File: src/design/telemetry_frame_checker_core_assert.svh
// Assertion macros shared by the frame checker modules.
`ifndef TELEMETRY_FRAME_CHECKER_CORE_ASSERT_SVH
`define TELEMETRY_FRAME_CHECKER_CORE_ASSERT_SVH

// Same-cycle implication, disabled while reset is asserted.
`define TFC_ASSERT_IMP(label, clk, rst_n, ante, cons) \
	label: assert property (@(posedge clk) disable iff (!(rst_n)) (ante) |-> (cons)) \
		else $error("frame checker assertion failed");

// Next-cycle implication, disabled while reset is asserted.
`define TFC_ASSERT_NXT(label, clk, rst_n, ante, cons) \
	label: assert property (@(posedge clk) disable iff (!(rst_n)) (ante) |=> (cons)) \
		else $error("frame checker assertion failed");

`endif

File: src/design/tfc_pkg.sv
// Shared types, constants and the CRC byte update for the frame checker.
`default_nettype none
package tfc_pkg;

	localparam logic [7:0]  MAGIC_FIRST   = 8'hA5;
	localparam logic [7:0]  MAGIC_SECOND  = 8'h5A;
	localparam logic [7:0]  FRAME_VERSION = 8'h01;
	localparam int unsigned HEADER_BYTES  = 6;
	localparam int unsigned CRC_BYTES     = 2;
	localparam logic [15:0] CRC_POLY      = 16'h1021;

	localparam int unsigned POS_W   = 17;
	localparam logic [POS_W-1:0] POS_MAX = 17'h1FFFF;

	// Header byte positions.
	localparam logic [2:0] HDR_MAGIC0  = 3'd0;
	localparam logic [2:0] HDR_MAGIC1  = 3'd1;
	localparam logic [2:0] HDR_VERSION = 3'd2;
	localparam logic [2:0] HDR_TYPE    = 3'd3;
	localparam logic [2:0] HDR_LEN_LO  = 3'd4;
	localparam logic [2:0] HDR_LEN_HI  = 3'd5;

	// Result kinds.
	localparam logic KIND_PAYLOAD = 1'b0;
	localparam logic KIND_VERDICT = 1'b1;

	// Verdict codes.
	localparam logic [2:0] ST_OK         = 3'd0;
	localparam logic [2:0] ST_TOO_SHORT  = 3'd1;
	localparam logic [2:0] ST_BAD_HEADER = 3'd2;
	localparam logic [2:0] ST_LEN_MISM   = 3'd3;
	localparam logic [2:0] ST_CRC_MISM   = 3'd4;

	// Configuration register indexes.
	localparam int unsigned CFG_IDX_W = 8;
	localparam logic [CFG_IDX_W-1:0] REG_TYPE_SAMPLES = 8'd0;
	localparam logic [CFG_IDX_W-1:0] REG_TYPE_METRICS = 8'd1;
	localparam logic [CFG_IDX_W-1:0] REG_TYPE_LOG     = 8'd2;
	localparam logic [CFG_IDX_W-1:0] REG_CRC_INIT     = 8'd3;
	localparam int unsigned CFG_DATA_W = 16;

	// Result queue geometry.
	localparam int unsigned QDEPTH = 4;
	localparam int unsigned QPTR_W = $clog2(QDEPTH);
	localparam int unsigned QCNT_W = QPTR_W + 1;

	typedef struct packed {
		logic [7:0]  type_code_samples;
		logic [7:0]  type_code_metrics;
		logic [7:0]  type_code_log;
		logic [15:0] crc_init;
	} cfg_t;

	typedef struct packed {
		logic        kind;
		logic [7:0]  payload_byte;
		logic [7:0]  packet_type;
		logic [15:0] payload_length;
		logic [15:0] received_crc;
		logic [2:0]  status;
		logic        run_last;
	} res_t;

	// Up to two result beats written into the queue in one cycle, item0 first.
	typedef struct packed {
		logic [1:0] cnt;
		res_t       item0;
		res_t       item1;
	} push_t;

	// CRC16-CCITT, MSB first, one byte.
	function automatic logic [15:0] crc_feed(input logic [15:0] crc, input logic [7:0] b);
		logic [15:0] c;
		c = crc ^ {b, 8'h00};
		for (int i = 0; i < 8; i++) begin
			if (c[15]) begin
				c = {c[14:0], 1'b0} ^ CRC_POLY;
			end else begin
				c = {c[14:0], 1'b0};
			end
		end
		return c;
	endfunction

endpackage
`default_nettype wire

File: src/design/tfc_cfg.sv
// Configuration register file of the frame checker.
`default_nettype none
module tfc_cfg
	import tfc_pkg::*;
(
	input  wire logic                  clk,
	input  wire logic                  arst_n,
	input  wire logic                  cfg_valid,
	output logic                       cfg_ready,
	input  wire logic [CFG_IDX_W-1:0]  cfg_index,
	input  wire logic [CFG_DATA_W-1:0] cfg_data,
	output cfg_t                       cfg
);

	cfg_t cfg_q;
	logic wr;

	assign cfg_ready = 1'b1;
	assign wr = cfg_valid & cfg_ready;
	assign cfg = cfg_q;

	always_ff @(posedge clk or negedge arst_n) begin
		if (!arst_n) begin
			cfg_q.type_code_samples <= 8'd0;
			cfg_q.type_code_metrics <= 8'd1;
			cfg_q.type_code_log     <= 8'd2;
			cfg_q.crc_init          <= 16'hFFFF;
		end else if (wr) begin
			case (cfg_index)
				REG_TYPE_SAMPLES: cfg_q.type_code_samples <= cfg_data[7:0];
				REG_TYPE_METRICS: cfg_q.type_code_metrics <= cfg_data[7:0];
				REG_TYPE_LOG:     cfg_q.type_code_log     <= cfg_data[7:0];
				REG_CRC_INIT:     cfg_q.crc_init          <= cfg_data;
				default: ;
			endcase
		end
	end

endmodule
`default_nettype wire

File: src/design/tfc_check.sv
// Input register, frame state and per-byte check logic of the frame checker.
`default_nettype none
module tfc_check
	import tfc_pkg::*;
(
	input  wire logic       clk,
	input  wire logic       arst_n,
	input  wire logic       in_valid,
	output logic            in_stall,
	input  wire logic [7:0] data_byte,
	input  wire logic       end_of_buffer,
	input  wire cfg_t       cfg,
	input  wire logic       room,
	output push_t           push
);

	`include "telemetry_frame_checker_core_assert.svh"

	logic       v_s1;
	logic [7:0] byte_s1;
	logic       last_s1;

	logic [POS_W-1:0] pos_q;
	logic [7:0]       type_q;
	logic [15:0]      len_q;
	logic [15:0]      rcrc_q;
	logic [15:0]      crc_q;
	logic             fault_q;

	logic             accept;
	logic             advance;
	logic [POS_W-1:0] pay_end;
	logic             in_hdr;
	logic             is_pay;
	logic [15:0]      crc_base;
	logic [15:0]      crc_new;
	logic [7:0]       type_new;
	logic [15:0]      len_new;
	logic [15:0]      rcrc_new;
	logic             fault_new;
	logic [POS_W-1:0] count;
	logic [2:0]       status;
	res_t             pay_item;
	res_t             ver_item;

	assign advance  = v_s1 & room;
	assign in_stall = v_s1 & ~room;
	assign accept   = in_valid & ~in_stall;

	always_ff @(posedge clk or negedge arst_n) begin
		if (!arst_n) begin
			v_s1 <= 1'b0;
		end else if (accept) begin
			v_s1 <= 1'b1;
		end else if (advance) begin
			v_s1 <= 1'b0;
		end
	end

	always_ff @(posedge clk) begin
		if (accept) begin
			byte_s1 <= data_byte;
			last_s1 <= end_of_buffer;
		end
	end

	assign pay_end  = {1'b0, len_q} + POS_W'(HEADER_BYTES);
	assign in_hdr   = pos_q < POS_W'(HEADER_BYTES);
	assign is_pay   = ~in_hdr & (pos_q < pay_end);
	assign crc_base = (pos_q == '0) ? cfg.crc_init : crc_q;
	assign crc_new  = (in_hdr | is_pay) ? crc_feed(crc_base, byte_s1) : crc_base;

	always_comb begin
		type_new  = type_q;
		len_new   = len_q;
		fault_new = fault_q;
		rcrc_new  = rcrc_q;
		if (in_hdr) begin
			case (pos_q[2:0])
				HDR_MAGIC0:  if (byte_s1 != MAGIC_FIRST) fault_new = 1'b1;
				HDR_MAGIC1:  if (byte_s1 != MAGIC_SECOND) fault_new = 1'b1;
				HDR_VERSION: if (byte_s1 != FRAME_VERSION) fault_new = 1'b1;
				HDR_TYPE: begin
					type_new = byte_s1;
					if (byte_s1 != cfg.type_code_samples && byte_s1 != cfg.type_code_metrics
							&& byte_s1 != cfg.type_code_log) begin
						fault_new = 1'b1;
					end
				end
				HDR_LEN_LO: len_new = {len_q[15:8], byte_s1};
				HDR_LEN_HI: len_new = {byte_s1, len_q[7:0]};
				default: ;
			endcase
		end else if (pos_q == pay_end) begin
			rcrc_new = {rcrc_q[15:8], byte_s1};
		end else if (pos_q == pay_end + POS_W'(1)) begin
			rcrc_new = {byte_s1, rcrc_q[7:0]};
		end
	end

	// Frame length in bytes, including this one; held at the counter ceiling.
	assign count = (pos_q == POS_MAX) ? POS_MAX : pos_q + POS_W'(1);

	always_comb begin
		if (count < POS_W'(HEADER_BYTES + CRC_BYTES)) begin
			status = ST_TOO_SHORT;
		end else if (fault_new) begin
			status = ST_BAD_HEADER;
		end else if ({1'b0, count} != ({1'b0, pay_end} + (POS_W+1)'(CRC_BYTES))) begin
			status = ST_LEN_MISM;
		end else if (rcrc_new != crc_new) begin
			status = ST_CRC_MISM;
		end else begin
			status = ST_OK;
		end
	end

	always_comb begin
		pay_item = '0;
		pay_item.kind = KIND_PAYLOAD;
		pay_item.payload_byte = byte_s1;
		pay_item.run_last = ~last_s1;

		ver_item = '0;
		ver_item.kind = KIND_VERDICT;
		ver_item.packet_type = type_new;
		ver_item.payload_length = len_new;
		ver_item.received_crc = rcrc_new;
		ver_item.status = status;
		ver_item.run_last = 1'b1;

		push = '0;
		if (advance) begin
			if (is_pay && last_s1) begin
				push.cnt = 2'd2;
				push.item0 = pay_item;
				push.item1 = ver_item;
			end else if (is_pay) begin
				push.cnt = 2'd1;
				push.item0 = pay_item;
			end else if (last_s1) begin
				push.cnt = 2'd1;
				push.item0 = ver_item;
			end
		end
	end

	always_ff @(posedge clk or negedge arst_n) begin
		if (!arst_n) begin
			pos_q   <= '0;
			type_q  <= '0;
			len_q   <= '0;
			rcrc_q  <= '0;
			crc_q   <= 16'hFFFF;
			fault_q <= 1'b0;
		end else if (advance) begin
			if (last_s1) begin
				pos_q   <= '0;
				type_q  <= '0;
				len_q   <= '0;
				rcrc_q  <= '0;
				crc_q   <= cfg.crc_init;
				fault_q <= 1'b0;
			end else begin
				if (pos_q != POS_MAX) begin
					pos_q <= pos_q + POS_W'(1);
				end
				type_q  <= type_new;
				len_q   <= len_new;
				rcrc_q  <= rcrc_new;
				crc_q   <= crc_new;
				fault_q <= fault_new;
			end
		end
	end

	// A finished frame always restarts at position zero.
	`TFC_ASSERT_NXT(a_restart, clk, arst_n, advance && last_s1, pos_q == '0)
	// Two result beats come only from a frame that ends inside its payload.
	`TFC_ASSERT_IMP(a_two_beats, clk, arst_n, push.cnt == 2'd2,
		is_pay && last_s1 && push.item1.kind == KIND_VERDICT)

endmodule
`default_nettype wire

File: src/design/tfc_outq.sv
// Result queue of the frame checker: takes up to two beats a cycle, sends one while out_stall is low.
`default_nettype none
module tfc_outq
	import tfc_pkg::*;
(
	input  wire logic  clk,
	input  wire logic  arst_n,
	input  wire push_t push,
	output logic       room,
	output logic       out_valid,
	input  wire logic  out_stall,
	output res_t       head
);

	`include "telemetry_frame_checker_core_assert.svh"

	res_t              mem_q [QDEPTH];
	logic [QPTR_W-1:0] wr_ptr_q;
	logic [QPTR_W-1:0] rd_ptr_q;
	logic [QCNT_W-1:0] cnt_q;
	logic              pop;

	assign out_valid = cnt_q != '0;
	assign pop       = out_valid & ~out_stall;
	assign head      = mem_q[rd_ptr_q];
	// Room for a full two-beat push regardless of what leaves this cycle.
	assign room      = cnt_q <= QCNT_W'(QDEPTH - 2);

	always_ff @(posedge clk) begin
		if (push.cnt != 2'd0) begin
			mem_q[wr_ptr_q] <= push.item0;
		end
		if (push.cnt == 2'd2) begin
			mem_q[wr_ptr_q + QPTR_W'(1)] <= push.item1;
		end
	end

	always_ff @(posedge clk or negedge arst_n) begin
		if (!arst_n) begin
			wr_ptr_q <= '0;
			rd_ptr_q <= '0;
			cnt_q    <= '0;
		end else begin
			wr_ptr_q <= wr_ptr_q + QPTR_W'(push.cnt);
			if (pop) begin
				rd_ptr_q <= rd_ptr_q + QPTR_W'(1);
			end
			cnt_q <= cnt_q + QCNT_W'(push.cnt) - QCNT_W'(pop);
		end
	end

	`TFC_ASSERT_IMP(a_cnt_max, clk, arst_n, 1'b1, cnt_q <= QCNT_W'(QDEPTH))
	`TFC_ASSERT_IMP(a_push_room, clk, arst_n, push.cnt != 2'd0, room)
	`TFC_ASSERT_NXT(a_cnt_track, clk, arst_n, 1'b1,
		cnt_q == $past(cnt_q) + QCNT_W'($past(push.cnt)) - QCNT_W'($past(pop)))

endmodule
`default_nettype wire

File: src/design/telemetry_frame_checker_core.sv
// Top level of the telemetry frame checker: byte in, payload and verdict beats out.
//
//  channel  direction  handshake             payload
//  in       input      in_valid / in_stall   data_byte, end_of_buffer
//  out      output     out_valid / out_stall kind, payload_byte, packet_type,
//                                            payload_length, received_crc, status, run_last
//  cfg      input      cfg_valid / cfg_ready cfg_index, cfg_data
//
// One input byte is accepted per cycle unless in_stall is high; its results pass through
// the input register and the result queue. A byte that ends a frame inside its payload gives
// two beats, sent one at a time on the single output port; the four-entry queue absorbs the extra.
// Reset clears the frame state and loads the register defaults; there is no clearing pass.
// The input stalls only while a byte waits in the input register and the result queue
// cannot take two more beats.
`default_nettype none
module telemetry_frame_checker_core
	import tfc_pkg::*;
(
	input  wire logic                  clk,
	input  wire logic                  arst_n,
	input  wire logic                  in_valid,
	output logic                       in_stall,
	input  wire logic [7:0]            data_byte,
	input  wire logic                  end_of_buffer,
	output logic                       out_valid,
	input  wire logic                  out_stall,
	output logic                       kind,
	output logic [7:0]                 payload_byte,
	output logic [7:0]                 packet_type,
	output logic [15:0]                payload_length,
	output logic [15:0]                received_crc,
	output logic [2:0]                 status,
	output logic                       run_last,
	input  wire logic                  cfg_valid,
	output logic                       cfg_ready,
	input  wire logic [CFG_IDX_W-1:0]  cfg_index,
	input  wire logic [CFG_DATA_W-1:0] cfg_data
);

	cfg_t  cfg;
	push_t push;
	logic  room;
	res_t  head;

	tfc_cfg u_cfg (
		.clk       (clk),
		.arst_n    (arst_n),
		.cfg_valid (cfg_valid),
		.cfg_ready (cfg_ready),
		.cfg_index (cfg_index),
		.cfg_data  (cfg_data),
		.cfg       (cfg)
	);

	tfc_check u_check (
		.clk           (clk),
		.arst_n        (arst_n),
		.in_valid      (in_valid),
		.in_stall      (in_stall),
		.data_byte     (data_byte),
		.end_of_buffer (end_of_buffer),
		.cfg           (cfg),
		.room          (room),
		.push          (push)
	);

	tfc_outq u_outq (
		.clk       (clk),
		.arst_n    (arst_n),
		.push      (push),
		.room      (room),
		.out_valid (out_valid),
		.out_stall (out_stall),
		.head      (head)
	);

	assign kind           = head.kind;
	assign payload_byte   = head.payload_byte;
	assign packet_type    = head.packet_type;
	assign payload_length = head.payload_length;
	assign received_crc   = head.received_crc;
	assign status         = head.status;
	assign run_last       = head.run_last;

endmodule
`default_nettype wire
File: config.mk
export PLATFORM = sky130hd
export DESIGN_NAME = telemetry_frame_checker_core
export DESIGN_NICKNAME = d
export VERILOG_FILES = /design/src/design/tfc_pkg.sv /design/src/design/tfc_cfg.sv /design/src/design/tfc_check.sv /design/src/design/tfc_outq.sv /design/src/design/telemetry_frame_checker_core.sv
export VERILOG_INCLUDE_DIRS = /design/src /design/src/design
export SDC_FILE = /design/constraint.sdc
export NUM_CORES = 1
export LEC_CHECK = 0
export ABC_AREA = 1
export ABC_CLOCK_PERIOD_IN_PS = 5200
export BUFFER_PORTS_ARGS = -buffer_cell sky130_fd_sc_hd__buf_2
export CAP_MARGIN = 15
export CORE_UTILIZATION = 50
export CTS_BUF_LIST = sky130_fd_sc_hd__clkbuf_8
export DETAILED_ROUTE_END_ITERATION = 12
export PLACE_DENSITY = 0.67
export REMOVE_ABC_BUFFERS = 1
export SLEW_MARGIN = 30
export SYNTH_ARGS = -nofsm -noshare
export SYNTH_HDL_FRONTEND = slang
export SYNTH_SLANG_ARGS = --single-unit
File: constraint.sdc
create_clock -name clk -period 5.2 [get_ports clk]
set_input_delay 0 -clock clk [delete_from_list [all_inputs] [get_ports clk]]
set_output_delay 0 -clock clk [all_outputs]
set_load 0.05 [all_outputs]
* After elaboration in Yosys (flattened, before gate mapping)
Memories as Yosys holds them, arrays and structs flattened.
Cells that the tools add are included.
** Operators by class
- Add/subtract/negate cells :: 9
- Order comparisons :: 4
- Eq/ne operators :: 21
- Mux-type cells :: 46
- Bitwise logic cells :: 20
- Reductions and logical operators :: 15
** Operators by type and width (count)
- 2-to-1 mux 16 bit :: 9
- 2-to-1 mux 55 bit :: 2
- 2-to-1 mux 108 bit :: 1
- 2-to-1 mux 13 bit :: 8
- 2-to-1 mux 54 bit :: 1
- 2-to-1 mux 53 bit :: 1
- 2-to-1 mux 17 bit :: 3
- adder 17 x 1 -> 17 bit, second input constant :: 2
- == test 17 bit :: 2
- case mux 16 bit (2 select lines) :: 1
- 2-to-1 mux 8 bit :: 3
- inequality test 8 bit :: 3
- inverter 3 bit :: 8
- adder 17 x 2 -> 18 bit, second input constant :: 1
- inequality test 17 x 18 -> 1 bit :: 1
- adder 16 x 3 -> 17 bit, second input constant :: 1
- == test 17 bit, second input constant :: 1
- logical NOT 17 bit :: 1
- < comparator 17 bit :: 1
- < comparator 17 x 3 -> 1 bit, second input constant :: 1
- < comparator 17 x 4 -> 1 bit, second input constant :: 1
- inequality test 17 bit, second input constant :: 1
- == test 8 x 2 -> 1 bit, second input constant :: 2
- inequality test 16 bit :: 1
- 26 further kinds :: 59
** Word-level totals
- Flip-flop bits (word level) :: 131
- RAM bits :: 212
- Output and inout bits :: 56
- Memories :: 1
** Memory list
- u_outq.mem_q :: words 4, width 53, rd ports 1, clocked after Yosys merged registers in 0, wr ports 2, line tfc_outq.sv:17 : res_t mem_q [QDEPTH];

* Logic depth before layout (Yosys ltp)
- Depth in word-level cells :: 32
- Depth in mapped cells :: 30
- Depth with buffers taken out :: 29

* Modules after synthesis
Synthesis repeated with hierarchy kept, for this count alone.
** Second synthesis, totals
- Cells, all modules :: 2936
- Area, all modules :: 21629.5 µm²
** Modules (own cells, without submodules)
- tfc_outq :: times used 1, cells an instance 1435, area an instance 11750.0 µm²
- tfc_check :: times used 1, cells an instance 1309, area an instance 8135.3 µm²
- tfc_cfg :: times used 1, cells an instance 192, area an instance 1744.2 µm²

* Worst setup path before layout
No wires, ideal clock.
- Path type :: reg-to-reg
- Start point :: register u_check.len_q[1]
- End point :: memory u_outq.mem_q[0][0] (netlist bit), enable pin
- Setup time :: 0.403 ns
- Arrival time :: 4.196 ns
- Slack :: 0.601 ns
- Stages on the path, launching flop included :: 24
- Path buffers :: 2
- Clock period less this slack :: 4.599 ns
- Cell sequence :: dfrtp_1 -> inv_2 -> ha_1 -> inv_2 -> nand2_4 -> nor2_2 -> nand3_1 -> nand2_1 -> nand2_2 -> ha_1 -> nand2_1 -> nor2_1 -> a21oi_1 -> nand3_1 -> nor2_1 -> inv_1 -> ha_1 -> nor2_1 -> nor2_1 -> inv_1 -> nand2_1 -> clkbuf_1 -> clkbuf_1 -> nand2_1
** RTL lines
- start: declaration :: line tfc_check.sv:25 : logic [15:0] len_q;
- start signal: assignment :: line tfc_check.sv:169 : len_q <= len_new;
- end: declaration :: line tfc_outq.sv:17

==> results_dict.tcl <==
set metrics [dict create \
    slew_headroom 0.318 \
    nNetsFinal 2430 \
    synth_ff_type "edfxtp_1" \
    antenna_found_initial 0 \
    yosys.area.top_type "edfxtp_1" \
    hold_class "primary input to flip-flop" \
    yosysUniqueCellTypes 56 \
    synth_async_sr_flop_share 0.356 \
    clk_pin_slew_ps 60 \
    whs_endpoint "u_check.last_s1" \
    rrSetupSlack_ps 440 \
    critical-path-max-stage-delay_ps 410 \
    maxCapViolations 0 \
    min_from "end_of_buffer" \
    cts_tree "yes" \
    multi_input_area_mm2 0.00812 \
    crit_arrival_ps 5120 \
    period_needed_ps 4760 \
    grt_pass1_wl_mm 87.9 \
    critPathRequiredTime_ps 5560 \
    initial_core_util 0.508 \
    yosysMostFrequentCell "nand2_1" \
    place_area_mm2 0.0196 \
    rsz0062_at_grt "false" \
    wl_met2_mm 25.5 \
    clock_latency_ps 680 \
    timing.fmax_mhz 210 \
    p_leak_nw 8.86 \
    postRouteAntennaNets 0 \
    endpoint_kind "flip-flop" \
    skew_ps 59.3 \
    hold_violations 0 \
    crit_path_start_kind "flip-flop" \
    slew_violations 0 \
    post_drt_wl_per_cell_um 19.4 \
    track_usage 0.297 \
    cp.depth 28 \
    ys_seq_area_frac 0.506 \
    min_path_cells 2 \
    outcome "completed" \
    setup_ws_ps 442 \
    area_delta_synth_final_pct 14.3 \
    sw_frac_of_total 0.470 \
    dieHeight_um 195 \
    hpwlAfterDp_mm 38.1 \
    worstMarginPinSlew_ps 1020 \
    internal-power_w 0.00567 \
    drc 0 \
    cts_buffers 57 \
    avgSynthCellArea_um2 8.32 \
    synth_common_cells "nand2_1 (406), nor2_1 (393), o21ai_0 (238), edfxtp_1 (189), inv_1 (170)" \
    setup_viol 0 \
    ir_drop_uv 384 \
    r2r_end "u_outq.mem_q[1][3]" \
    gp_congestion 0.973 \
    timing.rr.start "u_check.len_q[1]" \
    wl_met1_mm 25.1 \
    grt_pass1_vias 15600 \
    portBuffers 92 \
    totalPowerFinal_w 0.0107 \
    cts_root_buffer "clkbuf_8" \
    clock-sinks 343 \
    comb_power_share 0.452 \
    ys_seq_elements 343 \
    fin_area_mm2 0.0213 \
    crit_path_max_fanout 7 \
    synthCells 2235 \
    synth_top_cell_area_share 0.305 \
    switchingPower_w 0.00503 \
    die_area_mm2 0.0380 \
    clock_tree.buffer_depth 3 \
    core_area_mm2 0.0366 \
    n_antenna_cell 0 \
    power.density_mw_per_mm2 503 \
    routed.top_layer "met4" \
    path_delay_family "simple AND/OR/NAND/NOR gates" \
    ff2ff_path_depth 28 \
    dr_total_vias 16300 \
    fillers 3371 \
    num_rows 70 \
    wl_mm 55.9 \
    ff_latch_area_mm2 0.00941 \
    crit_path_top_delay_cell "dfrtp_1" \
    overflow 0 \
    critPathKind "flip-flop to flip-flop" \
    seq_power_share 0.323 \
    yosys-top-cells-area "edfxtp_1 (31%), dfrtp_1 (12%), nand2_1 (8.2%), nor2_1 (7.9%), o21ai_0 (6.4%)" \
    grt_max_degree 109 \
    crit_top_cell "nand2_1" \
    wl_met3_mm 3.70 \
    dp_worst_setup_slack_ps 252 \
    synth_edf_count 189 \
    drive_gt1_frac 0.150 \
    utilization 0.581 \
    critical_path_buf_inv_count 3 \
    pwr-share-clk 0.225 \
    finalCritPeriodShare 0.915 \
    ios 94 \
    via_per_inst 5.66 \
    yosys_warnings 0 \
    drt_pass1_iterations 6 \
    drtIter0Drc 1448 \
    htree_levels 2 \
    syn_area_mm2 0.0186 \
    die_w_um 195 \
]
## kinds of logic after synthesis
kind of cell,synth area share
DFF,0.506
xor gates and xnor gates,0.0311
AOI/OAI and AO/OA,0.121
buffers and inverters,0.0617
and+or+nand+nor,0.257
muxes,0.00108
other,0.000202
adders and majority gates,0.0226
## worst max-delay path by stage
stage	endpoint	from	slack (ps)
final	u_outq.mem_q[1][3]	u_check.len_q[1]	440
after global routing	u_outq.mem_q[1][3]	u_check.len_q[1]	120
after CTS	u_outq.mem_q[2][10]	u_check.len_q[3]	160
after detailed placement	u_outq.mem_q[2][10]	u_check.len_q[3]	250
after global placement	u_outq.mem_q[3][3]	u_check.len_q[1]	320
after floorplan	u_outq.mem_q[3][0]	u_outq.cnt_q[2]	-570
## layout by cell type, fill, tap and decap left out, types with 7 or more instances in the layout
master and count:
nand2_1 400, clkinv_2 10, nand2_4 10, ha_1 32, buf_12 8, nor2_2 9, o22ai_1 89, dfrtp_1 86
o21ai_0 238, buf_2 91, o221ai_1 9, nor3_1 18, nor2_4 13, dfstp_2 34, nand4_1 34, clkinv_1 7
nor2_1 390, a21oi_1 37, inv_1 193, buf_4 32, xor2_1 51, nand3_1 151, nor4_1 7, o211ai_1 8
inv_2 13, edfxtp_1 189, nand2_2 25, dlygate4sd3_1 36, dfxtp_1 32, xnor2_1 10, clkbuf_8 68, or2_2 11
## cell type report
type / instances / area share
repair buffers: 170 / 0.0588
multi-input cells: 1595 / 0.382
flip-flops and latches: 343 / 0.443
well taps: 468 / 0.0275
inverters: 192 / 0.0344
clock inverters: 40 / 0.0108
clock buffers: 68 / 0.0440
## metal layers
| metal | global-route usage | vias to the layer above |
|---|---|---|
| met5 | 0 | - |
| met4 | 0.0971 | 0 |
| met3 | 0.0375 | 104 |
| met2 | 0.470 | 615 |
| met1 | 0.422 | 7787 |
| li1 | - | 7769 |
## worst reg2reg max path, delay by kind of cell (launching register included)
kind            cells  cell delay, ps
simple gates       21            2570
fa+ha+maj           2             600
buf+inv             3             560
flops               1             410
compound gates      2             310
## registers in the layout (all words and copies together), names as in the netlist
| name | flops |
|---|---|
| u_outq.rd_ptr_q | 2 |
| u_check.crc_q | 16 |
| u_check.v_s1 | 1 |
| u_outq.mem_q | 212 |
| u_check.byte_s1 | 8 |
| u_check.pos_q | 17 |
| u_check.fault_q | 1 |
| u_check.len_q | 16 |
| u_check.rcrc_q | 16 |
| u_cfg.cfg | 40 |
| u_check.type_q | 8 |
| u_outq.cnt_q | 3 |
| u_check.last_s1 | 1 |
| u_outq.wr_ptr_q | 2 |
## metrics by stage
step,setup TNS [ps],cells,hold slack [ps]
after floorplan,-173360,2130,-296
after global placement,0,2728,37.0
after detailed placement,0,2728,38.8
after CTS,0,2873,0.167
after global routing,0,2876,28.8
final,0,2876,34.8
## timing repair
| item | 4_1_cts | 5_1_grt |
|---|---|---|
| resized for setup | 0 | 14 |
| setup buffers | 0 | 3 |
| endpoints found under the hold margin | 146 | 0 |
| hold buffers | 37 | 0 |
| endpoints found under the setup margin | 0 | 196 |
## power groups by stage
| stage | Combinational [W] | Sequential, W | Clock (W) |
|---|---|---|---|
| 2_1_floorplan | 0.00329 | 0.00350 | 0 |
| 3_3_place_gp | 0.00473 | 0.00348 | 0 |
| 3_5_place_dp | 0.00479 | 0.00350 | 0 |
| 4_1_cts | 0.00483 | 0.00345 | 0.00244 |
| 5_1_grt | 0.00524 | 0.00348 | 0.00255 |
| 6_report | 0.00483 | 0.00346 | 0.00241 |
(Power assumes the default switching activity.)
